## src/hdl/pssr_pkg.sv

```systemverilog
`timescale 1ns / 1ps

package pssr_pkg;

    localparam int TIME_WIDTH_DEF     = 32;
    localparam int TEMP_FRAC_BITS_DEF = 4;

    localparam int TEMP_W    = 16;
    localparam int GAIN_W    = 8;
    localparam int PERIOD_W  = 16;
    localparam int POWER_W   = 7;
    localparam int CFG_IDX_W = 3;
    localparam int CFG_DATA_W = 16;

    localparam int MAX_POWER = 100;

    // period / 100 as a reciprocal multiply, exact for any 16 bit period
    localparam int DIV100_MAGIC = 83887;
    localparam int DIV100_SHIFT = 23;
    localparam int QUOT_W       = 10;

    // shared bit-serial multiplier: signed multiplicand, unsigned multiplier
    localparam int MCAND_W  = 18;
    localparam int MPLIER_W = 8;
    localparam int PROD_W   = MCAND_W + MPLIER_W;
    localparam int MCNT_W   = $clog2(MPLIER_W + 1);

    localparam logic [GAIN_W-1:0]   GAIN_RST     = 8'd1;
    localparam logic [TEMP_W-1:0]   SETPOINT_RST = 16'd80;

    typedef enum logic [CFG_IDX_W-1:0] {
        CFG_GAIN           = 3'd0,
        CFG_SUSTAIN_BIAS   = 3'd1,
        CFG_SETPOINT       = 3'd2,
        CFG_CHANNEL_ENABLE = 3'd3,
        CFG_INPUT_ENABLE   = 3'd4,
        CFG_PERIOD_MS      = 3'd5,
        CFG_MIN_POWER      = 3'd6
    } cfg_index_t;

    typedef enum logic [2:0] {
        ST_IDLE,
        ST_MUL_GAIN,
        ST_POWER,
        ST_MUL_TIME,
        ST_UPDATE
    } pssr_state_t;

    typedef struct packed {
        logic                       start;
        logic signed [MCAND_W-1:0]  mcand;
        logic [MPLIER_W-1:0]        mplier;
    } mul_req_t;

endpackage

```

## src/hdl/pssr_serial_mul.sv

```systemverilog
`timescale 1ns / 1ps

module pssr_serial_mul import pssr_pkg::*;
(
    input  logic                      clk,
    input  logic                      rst_n,
    input  mul_req_t                  req,
    output logic                      busy,
    output logic signed [PROD_W-1:0]  product
);

    localparam int HI_W  = MCAND_W + 1;
    localparam int ACC_W = HI_W + MPLIER_W;

    logic [ACC_W-1:0]         acc_reg, acc_next;
    logic [MCNT_W-1:0]        count_reg, count_next;
    logic [MCAND_W-1:0]       mcand_reg, mcand_next;
    logic [HI_W-1:0]          addend;
    logic [HI_W-1:0]          sum;

    // one multiplier bit per cycle, lsb first, partial sum shifted right
    always_comb
    begin
        addend     = acc_reg[0] ? {mcand_reg[MCAND_W-1], mcand_reg} : '0;
        sum        = acc_reg[ACC_W-1:MPLIER_W] + addend;
        acc_next   = acc_reg;
        count_next = count_reg;
        mcand_next = mcand_reg;
        if (req.start)
        begin
            acc_next   = {{HI_W{1'b0}}, req.mplier};
            count_next = MCNT_W'(MPLIER_W);
            mcand_next = req.mcand;
        end
        else if (count_reg != '0)
        begin
            acc_next   = {sum[HI_W-1], sum, acc_reg[MPLIER_W-1:1]};
            count_next = count_reg - 1'b1;
        end
    end

    always_ff @(posedge clk or negedge rst_n)
    begin
        if (!rst_n)
        begin
            count_reg <= '0;
        end
        else
        begin
            count_reg <= count_next;
        end
    end

    always_ff @(posedge clk)
    begin
        acc_reg   <= acc_next;
        mcand_reg <= mcand_next;
    end

    assign busy    = (count_reg != '0);
    assign product = acc_reg[PROD_W-1:0];

endmodule

```

## src/hdl/proportional_ssr_time_driver.sv

```systemverilog
`timescale 1ns / 1ps
// flow: a beat is taken in ST_IDLE and passes ST_MUL_GAIN, ST_POWER, ST_MUL_TIME and ST_UPDATE;
// no new beat is taken until ST_UPDATE hands its result to a free output; the states run two 8-step
// bit-serial multiplies (error times gain, then period/100 times power) on one shared multiplier
// reset: asynchronous, all timing state, permit and relay drive cleared,
// configuration registers return to their default values

module proportional_ssr_time_driver import pssr_pkg::*;
#(
    parameter int TIME_WIDTH     = TIME_WIDTH_DEF,
    parameter int TEMP_FRAC_BITS = TEMP_FRAC_BITS_DEF
)
(
    input  logic                        clk,
    input  logic                        rst_n,
    input  logic                        cfg_we,
    input  logic [CFG_IDX_W-1:0]        cfg_index,
    input  logic [CFG_DATA_W-1:0]       cfg_data,
    input  logic                        in_valid,
    output logic                        in_ready,
    input  logic signed [TEMP_W-1:0]    temperature,
    output logic                        out_valid,
    input  logic                        out_ready,
    output logic                        relay_drive,
    output logic [POWER_W-1:0]          power_percent,
    output logic                        run_permit
);

    localparam int E_W   = TEMP_W + 2;
    localparam int CUT_W = TEMP_W + 1;

    // configuration
    logic [GAIN_W-1:0]          gain_reg;
    logic signed [TEMP_W-1:0]   sustain_bias_reg;
    logic signed [TEMP_W-1:0]   setpoint_reg;
    logic                       channel_enable_reg;
    logic                       input_enable_reg;
    logic [PERIOD_W-1:0]        period_ms_reg;
    logic [POWER_W-1:0]         min_power_reg;
    logic [QUOT_W-1:0]          quot_reg;

    // controller state
    pssr_state_t                state_reg, state_next;
    logic [TIME_WIDTH-1:0]      ms_counter_reg, ms_counter_next;
    logic [TIME_WIDTH-1:0]      on_deadline_reg, on_deadline_next;
    logic [TIME_WIDTH-1:0]      off_deadline_reg, off_deadline_next;
    logic                       permit_reg, permit_next;
    logic                       drive_reg, drive_next;

    logic signed [TEMP_W-1:0]   temp_reg;
    logic [POWER_W-1:0]         power_reg, power_next;

    logic                       out_valid_reg;
    logic                       relay_drive_reg;
    logic [POWER_W-1:0]         power_percent_reg;
    logic                       run_permit_reg;

    mul_req_t                   mul_req;
    logic                       mul_busy;
    logic signed [PROD_W-1:0]   mul_product;

    logic                       accept;
    logic                       load_power;
    logic                       do_update;
    logic signed [E_W-1:0]      err;
    logic [PROD_W-1:0]          prod_shift;
    logic                       prod_pos;
    logic [PERIOD_W-1:0]        on_time;
    logic [PERIOD_W-1:0]        off_time;
    logic [TIME_WIDTH-1:0]      now_plus_on;
    logic signed [CUT_W-1:0]    cutoff;
    logic [PERIOD_W+17-1:0]     quot_wide;

    pssr_serial_mul u_mul
    (
        .clk     (clk),
        .rst_n   (rst_n),
        .req     (mul_req),
        .busy    (mul_busy),
        .product (mul_product)
    );

    always_ff @(posedge clk or negedge rst_n)
    begin
        if (!rst_n)
        begin
            gain_reg           <= GAIN_RST;
            sustain_bias_reg   <= '0;
            setpoint_reg       <= SETPOINT_RST;
            channel_enable_reg <= 1'b0;
            input_enable_reg   <= 1'b0;
            period_ms_reg      <= '0;
            min_power_reg      <= '0;
        end
        else if (cfg_we)
        begin
            case (cfg_index_t'(cfg_index))
                CFG_GAIN:           gain_reg           <= cfg_data[GAIN_W-1:0];
                CFG_SUSTAIN_BIAS:   sustain_bias_reg   <= cfg_data[TEMP_W-1:0];
                CFG_SETPOINT:       setpoint_reg       <= cfg_data[TEMP_W-1:0];
                CFG_CHANNEL_ENABLE: channel_enable_reg <= cfg_data[0];
                CFG_INPUT_ENABLE:   input_enable_reg   <= cfg_data[0];
                CFG_PERIOD_MS:      period_ms_reg      <= cfg_data[PERIOD_W-1:0];
                CFG_MIN_POWER:      min_power_reg      <= cfg_data[POWER_W-1:0];
                default:            ;
            endcase
        end
    end

    // period / 100, refreshed every cycle
    assign quot_wide = (PERIOD_W + 17)'(period_ms_reg) * (PERIOD_W + 17)'(DIV100_MAGIC);

    always_ff @(posedge clk)
    begin
        quot_reg <= QUOT_W'(quot_wide >> DIV100_SHIFT);
    end

    // error term and power
    always_comb
    begin
        err = E_W'(setpoint_reg) - E_W'(temperature) + E_W'(sustain_bias_reg);
        prod_shift = $unsigned(mul_product) >> TEMP_FRAC_BITS;
        prod_pos   = !mul_product[PROD_W-1] && (mul_product != '0);
        if (!channel_enable_reg || !input_enable_reg || !prod_pos)
        begin
            power_next = '0;
        end
        else if (prod_shift > PROD_W'(MAX_POWER))
        begin
            power_next = POWER_W'(MAX_POWER);
        end
        else
        begin
            power_next = prod_shift[POWER_W-1:0];
        end
    end

    // sequencer
    always_ff @(posedge clk or negedge rst_n)
    begin
        if (!rst_n)
        begin
            state_reg <= ST_IDLE;
        end
        else
        begin
            state_reg <= state_next;
        end
    end

    always_comb
    begin
        state_next     = state_reg;
        in_ready       = 1'b0;
        accept         = 1'b0;
        load_power     = 1'b0;
        do_update      = 1'b0;
        mul_req.start  = 1'b0;
        mul_req.mcand  = err;
        mul_req.mplier = gain_reg;
        case (state_reg)
            ST_IDLE:
            begin
                in_ready = 1'b1;
                if (in_valid)
                begin
                    accept        = 1'b1;
                    mul_req.start = 1'b1;
                    state_next    = ST_MUL_GAIN;
                end
            end
            ST_MUL_GAIN:
            begin
                if (!mul_busy)
                begin
                    state_next = ST_POWER;
                end
            end
            ST_POWER:
            begin
                load_power     = 1'b1;
                mul_req.start  = 1'b1;
                mul_req.mcand  = MCAND_W'(quot_reg);
                mul_req.mplier = MPLIER_W'(power_next);
                state_next     = ST_MUL_TIME;
            end
            ST_MUL_TIME:
            begin
                if (!mul_busy)
                begin
                    state_next = ST_UPDATE;
                end
            end
            ST_UPDATE:
            begin
                if (!out_valid_reg || out_ready)
                begin
                    do_update  = 1'b1;
                    state_next = ST_IDLE;
                end
            end
            default:
            begin
                state_next = ST_IDLE;
            end
        endcase
    end

    always_ff @(posedge clk)
    begin
        if (accept)
        begin
            temp_reg <= temperature;
        end
        if (load_power)
        begin
            power_reg <= power_next;
        end
    end

    // permit and relay deadlines
    always_comb
    begin
        on_time     = mul_product[PERIOD_W-1:0];
        off_time    = period_ms_reg - on_time;
        now_plus_on = ms_counter_reg + TIME_WIDTH'(on_time);
        cutoff      = CUT_W'(setpoint_reg) + CUT_W'(sustain_bias_reg);

        permit_next       = permit_reg;
        on_deadline_next  = on_deadline_reg;
        off_deadline_next = off_deadline_reg;
        drive_next        = drive_reg;
        ms_counter_next   = ms_counter_reg + 1'b1;

        if (!channel_enable_reg || !input_enable_reg)
        begin
            permit_next = 1'b0;
        end
        if (input_enable_reg && (power_reg >= min_power_reg))
        begin
            permit_next      = 1'b1;
            on_deadline_next = now_plus_on;
        end
        if (permit_next && (CUT_W'(temp_reg) >= cutoff))
        begin
            permit_next = 1'b0;
        end

        if (permit_next)
        begin
            if (!drive_reg && (ms_counter_reg > off_deadline_reg))
            begin
                drive_next        = 1'b1;
                off_deadline_next = ms_counter_reg + TIME_WIDTH'(off_time);
            end
            else if (drive_reg && (ms_counter_reg > on_deadline_next))
            begin
                drive_next       = 1'b0;
                on_deadline_next = now_plus_on;
            end
        end
        else
        begin
            drive_next        = 1'b0;
            on_deadline_next  = '0;
            off_deadline_next = '0;
        end
    end

    always_ff @(posedge clk or negedge rst_n)
    begin
        if (!rst_n)
        begin
            ms_counter_reg   <= '0;
            on_deadline_reg  <= '0;
            off_deadline_reg <= '0;
            permit_reg       <= 1'b0;
            drive_reg        <= 1'b0;
        end
        else if (do_update)
        begin
            ms_counter_reg   <= ms_counter_next;
            on_deadline_reg  <= on_deadline_next;
            off_deadline_reg <= off_deadline_next;
            permit_reg       <= permit_next;
            drive_reg        <= drive_next;
        end
    end

    // output beat register
    always_ff @(posedge clk or negedge rst_n)
    begin
        if (!rst_n)
        begin
            out_valid_reg <= 1'b0;
        end
        else if (do_update)
        begin
            out_valid_reg <= 1'b1;
        end
        else if (out_ready)
        begin
            out_valid_reg <= 1'b0;
        end
    end

    always_ff @(posedge clk)
    begin
        if (do_update)
        begin
            relay_drive_reg   <= drive_next;
            power_percent_reg <= power_reg;
            run_permit_reg    <= permit_next;
        end
    end

    assign out_valid     = out_valid_reg;
    assign relay_drive   = relay_drive_reg;
    assign power_percent = power_percent_reg;
    assign run_permit    = run_permit_reg;

endmodule

```

## config.mk

```make
export PLATFORM = sky130hd
export DESIGN_NAME = proportional_ssr_time_driver
export DESIGN_NICKNAME = d
export VERILOG_FILES = /design/src/hdl/pssr_pkg.sv /design/src/hdl/pssr_serial_mul.sv /design/src/hdl/proportional_ssr_time_driver.sv
export SDC_FILE = /design/constraint.sdc
export NUM_CORES = 1
export LEC_CHECK = 0
export ABC_AREA = 1
export BUFFER_PORTS_ARGS = -buffer_cell sky130_fd_sc_hd__buf_2
export CAP_MARGIN = 10
export CORE_AREA = 2 2 205 288
export CTS_BUF_LIST = sky130_fd_sc_hd__clkbuf_8 sky130_fd_sc_hd__clkbuf_16
export DETAILED_ROUTE_END_ITERATION = 12
export DIE_AREA = 0 0 207 290
export HOLD_SLACK_MARGIN = 0.08
export PLACE_DENSITY = 0.61
export RECOVER_POWER = 50
export SETUP_SLACK_MARGIN = 0.5
export SYNTH_ARGS = -nofsm -noshare
export SYNTH_HDL_FRONTEND = slang
export SYNTH_HIERARCHICAL = 1
export SYNTH_SLANG_ARGS = --single-unit
export TNS_END_PERCENT = 30
```

## constraint.sdc

```tcl
create_clock -name clk -period 5.27 [get_ports clk]
set_input_delay 0.7905 -clock clk [delete_from_list [all_inputs] [get_ports clk]]
set_output_delay 0.7905 -clock clk [all_outputs]
set_load 0.005 [all_outputs]
```

==> results of run 1 <==
## logic make-up (layout without fill, tap and decap cells)
| group | count (synthesis) | in the layout | share of synthesized area |
|---|---|---|---|
| DFF | 257 | 257 | 0.256 |
| AOI/OAI and AO/OA | 409 | 409 | 0.0867 |
| adders and majority gates | 440 | 440 | 0.249 |
| buffers and inverters | 689 | 795 | 0.105 |
| muxes | 1 | 1 | 0.000390 |
| xor gates and xnor gates | 108 | 108 | 0.0368 |
| and+or+nand+nor | 1569 | 1569 | 0.266 |
## what timing repair did
action	in CTS	in global routing
hold buffers	0	0
buffers inserted	9	6
endpoints found under the setup margin	10	10
pin swaps	23	26
gates resized for setup	45	27
## routing by layer
layer | wire, µm | global-route usage
met4 | 4060 | 0.121
met2 | 39000 | 0.470
met3 | 2000 | 0.0205
met5 | 0 | 0
met1 | 29500 | 0.280
## through the flow
stage	hold slack, ns	cell area (µm²)
floorplan	0.426	25800
global placement	0.442	26900
detailed placement	0.447	26900
CTS	0.220	28200
global route	0.245	28300
finish	0.196	28300
## cells in the final DEF, fill, tap and decap left out, drive strengths merged, types with 8 or more instances in the layout
master and n:
and3 8, dfxtp 28, nor3 36, xor2 77
nand3 195, xnor2 31, buf 81, and2 16
a21oi 163, fa 118, clkbuf 56, clkinv 14
ha 322, nor4 8, o21ai 174, dfrtp 168
nor2 223, nand4 34, o21bai 13, a31oi 16
edfxtp 58, nand3b 9, a21o 19, or2 11
inv 636, nand2 1027
## final timing paths
path	endpoint	cells past startpoint	startpoint
worst min register to register	power_percent[0]	0	power_reg[0]
worst max-delay path	quot_reg[7]	19	period_ms_reg[14]
max in group asynchronous	setpoint_reg[15]	2	rst_n
worst min-delay path	off_deadline_reg[10]	1	rst_n
min in group clk	temp_reg[7]	1	temperature[7]
worst max register to register	quot_reg[7]	19	period_ms_reg[14]
## critical path: stages (launching register included)
cell	delay, ns
dfrtp_2	0.42
fa_2	0.64
inv_2	0.07
fa_1	0.50
inv_1	0.05
fa_1	0.50
fa_1	0.44
fa_1	0.50
inv_1	0.05
fa_1	0.49
inv_2	0.05
ha_4	0.25
a21oi_2	0.16
o21ai_1	0.13
nand2_1	0.08
a21oi_1	0.07
nor4_2	0.18
nand2_1	0.08
nand2_1	0.06
nand2_1	0.04
## area by class of cell
type | count | share of cell area
repair buffers | 103 | 0.0222
multi-input cells | 2527 | 0.590
clock buffers | 34 | 0.0288
clock inverters | 23 | 0.00853
flip-flops and latches | 257 | 0.233
inverters | 635 | 0.0843
well taps | 742 | 0.0328
==> results.md, run 1 <==
- Commonest cells post-synth: nand2_1 (974), inv_1 (614), ha_1 (322), nor2_1 (207), nand3_1 (185)
- Filler cells: 5832
- Post-Layout Cell Count: ~4300
- Final nets: 4035
- Startpoint types: flop
- Slew Viols, Final: 168
- # setup viols final: 0
- Sink Count: 257
- Area of the multi-input gates: around 17000 µm²
- H-tree levels: 1
- Synth async-reset ratio: 0.665
- GPL Wtd Cong: 0.965
- # port buffers: 50
- Antenna diodes: 0
- Die height: 290 µm
- Initial Utilization: 0.449
- Mapped Avg Cell Area: 7.40 µm²
- Placed cells: around 4200
- Seq cells post-synth: 257
- Vias in the first global route: between 20000 and 25000
- Total negative slack: 0 ns
- Initial antenna violation count: 0
- Hold Violations, Final: 0
- Top FF cell, synth: dfrtp_1
- Slew @ Worst Pin: between 2 and 3 ns
- Sequential area share after synthesis: 0.256
- Residual DRC: 0
- Critical Path Fanout Max: 4
- Vias: 22100
- Crit path capture type: flop
- CTS tree: built
- Core area: roughly 57000 µm²
- Synthesized net count: 3953
- Hold WC Path Type: in -> async
- Failing checks: max-capacitance violations, max-slew violations
- PnR worst setup slack: 0.423 ns
- Yosys warnings: 6
- Grt ovf: 0
- FF+latch area: approximately 6600 µm²
- Main area contributors after synthesis: dfrtp_1 (16%), ha_1 (16%), nand2_1 (14%)
- Share of layout cells above drive strength 1: 0.0922
- Core Rows: 104
- RSZ-0062 raised after global routing: true
- Share of the synthesized area in the top cell type: 0.164
- Clock root buffer: clkbuf_16
- Post-route ant nets: 0
- Largest area contributor in the netlist: dfrtp_1
- GRT Overall Usage: 0.249
- Drt total wl: 74.5 mm
- Reg-to-reg slack, setup: 0.42 ns
- Post-DR vias/cell: ~5.1
- Worst-Skew Late Latency: 0.63 ns
- WL/cell: 17.3 µm
- Crit Path Class: reg -> reg
- Count leader, synth: nand2_1
- Netlist Area Pre-Place: 25700 µm²
- CP arrival: approximately 5.4 ns
- Final worst-path cycle share: 0.920
- Fin crit period: about 4.8 ns
- Post-layout util: 0.495
- Setup WS pre-CTS: 0.183 ns
- Max Cap Violations: 3
- Die Area: approximately 60000 µm²
- EDFF count, synth: 58
- Clock buffer depth: 3
- Cells after synthesis: approximately 3500
- First-pass GRT wire length: ~120 mm
- Pin count of the biggest net entering global routing: 90
- Dpl hpwl: 60.8 mm
- Final Skew: approximately 0.026 ns
- Die X: 207 µm
- Drt initial violations: 1223
- Status: complete, but fails checks
- Data required time of the critical path: 5.78 ns
- Ports: 51
- Max_slew headroom: -0.713
- Num CTS Buffers: 31
- Area growth, synth to finish: 10.3%
- FMAX: 0.206 GHz
- Iteration count of the initial detailed-routing pass: 6
- Clk slew on worst S/H paths: around 0.06 ns
- Netlist cell types: 63
Power of run 1 is not shown: default switching activity piles up to over one toggle a cycle in this logic, so the estimate is an artifact.
==> run 2, diff against run 1 <==
- BUFFER_PORTS_ARGS: -buffer_cell sky130_fd_sc_hd__buf_2 -> default
- DONT_BUFFER_PORTS: default -> 1
- GPL_TIMING_DRIVEN: default -> 0
- SLEW_MARGIN: default -> 20
==> run 2 against run 1 <==
Net effect:
- the flow now finishes without violations
- global-route usage rose by 0.48 points
- wire length rose by 2.5%
- via count rose by 0.78%
- maximum frequency fell by 4.9%
- clock-buffer cell count rose by 6
- worst setup slack got worse by 0.25 ns
- clock skew rose by 0.011 ns
- sequential cell count did not move
- largest cell class unchanged
- sequential share of layout area fell by 0.31 points
- utilization rose by 0.70 points
==> results.md, run 2 (same netlist as run 1, synthesis figures left out) <==
- Sink Count: 257 (unchanged)
- CP Cell Sequence: fa_2 -> inv_2 -> fa_1 -> inv_2 -> fa_1 -> fa_1 -> fa_1 -> inv_2 -> fa_2 -> inv_2 -> ha_4 -> a21oi_4 -> o21ai_2 -> nand2_1 -> a21oi_2 -> nor4_2 -> nand2_1 -> nand2_1 -> nand2_2
- GRT Overall Usage: 0.254 (+0.00477)
- Initial antenna violation count: 2 (+2)
- Slew Viols, Final: 0 (-100%)
- Most frequent cells in the layout: nand2_1 (952), inv_1 (593), ha_1 (302)
- Status: completed
- Num CTS Buffers: 30 (-3.2%)
- Core Rows: 104 (unchanged)
- R2R Path Start: period_ms_reg[13]
- Reg-to-reg slack, setup: 0.17 ns (-0.25 ns)
- RSZ-0062 raised after global routing: true
- Final worst-path cycle share: 0.967 (+0.0475)
- Vias in the first global route: 22500 (+0.72%)
- Startpoint types: flop
- R2R cell count: 19 (unchanged)
- H-tree levels: 1 (unchanged)
- FMAX: 0.196 GHz (-4.9%)
- Ports: 51 (unchanged)
- First-pass GRT wire length: 120 mm (+1.4%)
- Commonest non-fill, non-tap cell in the layout: nand2_1
- Hold WC Path Type: in -> async
- Final Skew: 0.0369 ns (+0.0105 ns)
- Crit Path Class: reg -> reg
- WP buf/inv: 4 (unchanged)
- Total negative slack: 0 ns (unchanged)
- Critical Path Fanout Max: 4 (unchanged)
- Drt total wl: 76.4 mm (+2.5%)
- Die height: 290 µm (unchanged)
- Worst path slowest cell: fa_2
- Area growth, synth to finish: 11.8%
- Core area: 57300 µm² (unchanged)
- Max_slew headroom: 0.376 (+1.09)
- # setup viols final: 0 (unchanged)
- Crit path capture type: flop
- Hold Violations, Final: 0 (unchanged)
- Residual DRC: 0 (unchanged)
- # port buffers: 0 (-100%)
- WL/cell: 17.7 µm (+2.6%)
- GPL Wtd Cong: 0.954 (-1.2%)
- Dpl hpwl: 61.5 mm (+1.2%)
- Crit Reg-Reg Endpoint: quot_reg[7]
- Max incr delay on CP: 0.60 ns (-0.04 ns)
- Data required time of the critical path: 5.72 ns (-0.06 ns)
- Vias: 22200 (+0.78%)
- Share of layout cells above drive strength 1: 0.109 (+0.0163)
- Fin crit period: 5.10 ns (+0.251 ns)
- Grt ovf: 0 (unchanged)
- Clock root buffer: clkbuf_16
- Initial Utilization: 0.449 (unchanged)
- Die Area: 60000 µm² (unchanged)
- Pin count of the biggest net entering global routing: 169 (+88%)
- Die X: 207 µm (unchanged)
- Slew @ Worst Pin: 0.936 ns (-1.63 ns)
- Iteration count of the initial detailed-routing pass: 6 (unchanged)
- Clk slew on worst S/H paths: 0.06 ns (about the same)
- Post-DR vias/cell: 5.15 (+0.87%)
- Antenna diodes: 0 (unchanged)
- CP arrival: 5.55 ns (+0.19 ns)
- Final nets: 4031 (-0.099%)
- CTS tree: built
- Post-route ant nets: 0 (unchanged)
- Max Cap Violations: 0 (-3)
- Drt initial violations: 1236 (+1.1%)
- Clock buffer depth: 3 (unchanged)
- Largest delay share family, worst path: adder cells
- Worst-Skew Late Latency: 0.60 ns (-0.03 ns)
run 2: stage by stage:
step	setup slack, ns	area (µm²)	std cells	hold slack, ns	util
floorplan	0.479	25800	3473	0.426	-
finish	0.173	28700	4317	0.229	0.502
detailed placement	-0.375	26700	4216	0.458	0.466
CTS	0.174	28300	4307	0.246	0.495
global route	-0.00388	28700	4317	0.252	0.502
global placement	-0.372	26700	4215	0.456	0.466
run 2: metal layers:
layer,part of all wire,routed length (µm),GRT usage
met5,0,0,0
met4,0.061,4650,0.135
met2,0.52,39600,0.473
met3,0.037,2840,0.0236
met1,0.38,29300,0.284
run 2: layout make-up:
cell class,instances,area [µm²]
Buffer,54,304
Clock buffer,40,956
Clock inverter,16,114
Fill cell,5766,28500
Inverter,635,2390
Multi-Input combinational cell,2527,17000
Sequential cell,257,6610
Tap cell,742,928
Timing Repair Buffer,46,388
run 2: worst max path at each step:
stage                  end         startpoint  cells after the start
2_1_floorplan  quot_reg[7]  period_ms_reg[12]                     17
6_report       quot_reg[7]  period_ms_reg[13]                     19
3_5_place_dp   quot_reg[2]  period_ms_reg[12]                     16
5_1_grt        quot_reg[4]   period_ms_reg[4]                     19
3_3_place_gp   quot_reg[2]  period_ms_reg[12]                     16
4_1_cts        quot_reg[2]   period_ms_reg[4]                     17
run 2: timing repair:
item	CTS	global route
setup buffers	33	10
cloned	0	0
hold buffers	2	0
hold endpoints to repair	168	0
resized for setup	63	91
pin swaps	35	38
setup endpoints to repair	10	43
Power of run 2 is left out for the same reason.
==> run 3, diff against run 2 <==
- MAX_ROUTING_LAYER: default -> met4
==> run 3 against run 2 <==
Net effect:
- the run now ends with max-capacitance violations, max-slew violations left
- first-iteration DRC count grew 2.4%
- global-route usage grew 1.0 points
- critical endpoint is now quot_reg[2]
- clock skew shrank 0.022 ns
- utilization shrank 0.43 points
- non-clock buffer count grew 6
- sequential share of layout area grew 0.19 points
==> results.md, run 3 (same netlist as run 1, synthesis figures left out) <==
- Crit path capture type: flop
- First-pass GRT wire length: 121 mm (+0.50%)
- Slew Viols, Final: 169 (+169)
- Drt total wl: 77.0 mm (+0.70%)
- Critical Path Fanout Max: 4 (unchanged)
- Num CTS Buffers: 30 (unchanged)
- Crit Path Class: reg -> reg
- Sink Count: 257 (unchanged)
- Ports: 51 (unchanged)
- Commonest non-fill, non-tap cell in the layout: nand2_1
- Post-route ant nets: 0 (unchanged)
- Hold Violations, Final: 0 (unchanged)
- Clock root buffer: clkbuf_16
- Die height: 290 µm (unchanged)
- Failing checks: max-capacitance violations, max-slew violations
- Hold WC Path Type: in -> reg
- Max Cap Violations: 1 (+1)
- WL/cell: 17.8 µm (+0.56%)
- Fin crit period: 5.04 ns (-0.0620 ns)
- Dpl hpwl: 62.0 mm (+0.82%)
- Die X: 207 µm (unchanged)
- Core area: 57300 µm² (unchanged)
- Total negative slack: 0 ns (unchanged)
- # setup viols final: 0 (unchanged)
- CTS tree: built
- Grt ovf: 0 (unchanged)
- # port buffers: 0 (unchanged)
- Most frequent cells in the layout: nand2_1 (964), inv_1 (605), ha_1 (302)
- Share of layout cells above drive strength 1: 0.0980 (-0.0105)
- GRT Overall Usage: 0.264 (+0.0102)
- Antenna diodes: 0 (unchanged)
- Area growth, synth to finish: 10.9%
- Post-DR vias/cell: 5.14 (-0.15%)
- Iteration count of the initial detailed-routing pass: 6 (unchanged)
- Core Rows: 104 (unchanged)
- Setup WS pre-CTS: -0.336 ns (+0.0390 ns)
- CP arrival: 5.51 ns (-0.04 ns)
- Reg-to-reg slack, setup: 0.23 ns (+0.06 ns)
- Slew @ Worst Pin: 4.09 ns (+3.16 ns)
- Vias in the first global route: 22700 (+0.81%)
- Die Area: 60000 µm² (unchanged)
- Filler cells: 5826 (+1.0%)
- FF+latch area: 6600 µm² (about the same)
- PnR worst setup slack: 0.234 ns (+0.0620 ns)
- FMAX: 0.199 GHz (+1.2%)
- Max_slew headroom: -1.73 (-2.10)
- Startpoint types: flop
- Drt initial violations: 1266 (+2.4%)
- Final nets: 4037 (+0.15%)
- Residual DRC: 0 (unchanged)
- H-tree levels: 1 (unchanged)
- Worst-Skew Late Latency: 0.59 ns (about the same)
- Clk slew on worst S/H paths: 0.06 ns (about the same)
- Area of the multi-input gates: 16800 µm² (-1.2%)
- Clock buffer depth: 3 (unchanged)
- Vias: 22200 (-0.0090%)
- Initial Utilization: 0.449 (unchanged)
- Final worst-path cycle share: 0.956 (-0.0118)
- Initial antenna violation count: 1 (-1)
- Status: complete, but fails checks
- GPL Wtd Cong: 0.975 (+2.2%)
- Final Skew: 0.0150 ns (-0.0220 ns)
- RSZ-0062 raised after global routing: true
- Pin count of the biggest net entering global routing: 169 (unchanged)
- Data required time of the critical path: 5.74 ns (+0.02 ns)
[run 3: area by class of cell]
class | count | area share
plain buffers | 54 | 0.0106
clock buffers | 32 | 0.0277
clock inverters | 24 | 0.00791
inverters | 635 | 0.0838
multi-input cells | 2527 | 0.591
flip-flops and latches | 257 | 0.232
well taps | 742 | 0.0326
repair buffers | 52 | 0.0141
[run 3: final timing paths]
check | start | end | cells after the start
setup / recovery | period_ms_reg[13] | quot_reg[2] | 17
min in group asynchronous | rst_n | setpoint_reg[6] | 1
max in group asynchronous | rst_n | period_ms_reg[10] | 1
hold reg to reg | off_deadline_reg[7] | off_deadline_reg[7] | 2
setup reg to reg | period_ms_reg[13] | quot_reg[2] | 17
hold / removal | temperature[6] | temp_reg[6] | 0
[run 3: per-layer routing]
metal / vias up / routed length (µm) / global-route usage
met4: 0 / 5070 / 0.142
met1: 10300 / 29500 / 0.283
li1: 11200 / - / -
met2: 495 / 39600 / 0.479
met5: - / 0 / -
met3: 209 / 2740 / 0.0259
[run 3: repair_timing]
| action | CTS | global route |
|---|---|---|
| endpoints found under the hold margin | 168 | 0 |
| endpoints found under the setup margin | 10 | 13 |
| hold buffers | 2 | 0 |
| pin swaps | 43 | 23 |
| buffers inserted | 39 | 10 |
| gates resized for setup | 66 | 29 |
[run 3: stage by stage]
step                      instance area (µm²)  hold WS, ns  utilization  instances
after global placement                  26700        0.454        0.466       4215
after global routing                    28500        0.263        0.497       4323
after detailed placement                26700        0.464        0.466       4216
after floorplan                         25800        0.426            -       3473
final                                   28500        0.291        0.497       4323
after CTS                               28300        0.256        0.494       4313
[run 3: critical path, cell delays in order, from the launching register on]
cell	delay, ns
dfrtp_2	0.45
buf_4	0.19
ha_1	0.31
inv_1	0.06
fa_1	0.51
fa_1	0.52
fa_1	0.52
fa_1	0.55
inv_1	0.04
ha_1	0.30
ha_1	0.40
nand2_1	0.14
nor2_1	0.20
inv_1	0.10
o21bai_1	0.18
a31oi_1	0.07
o21ai_2	0.11
xor2_2	0.28
Power of run 3 is left out for the same reason.
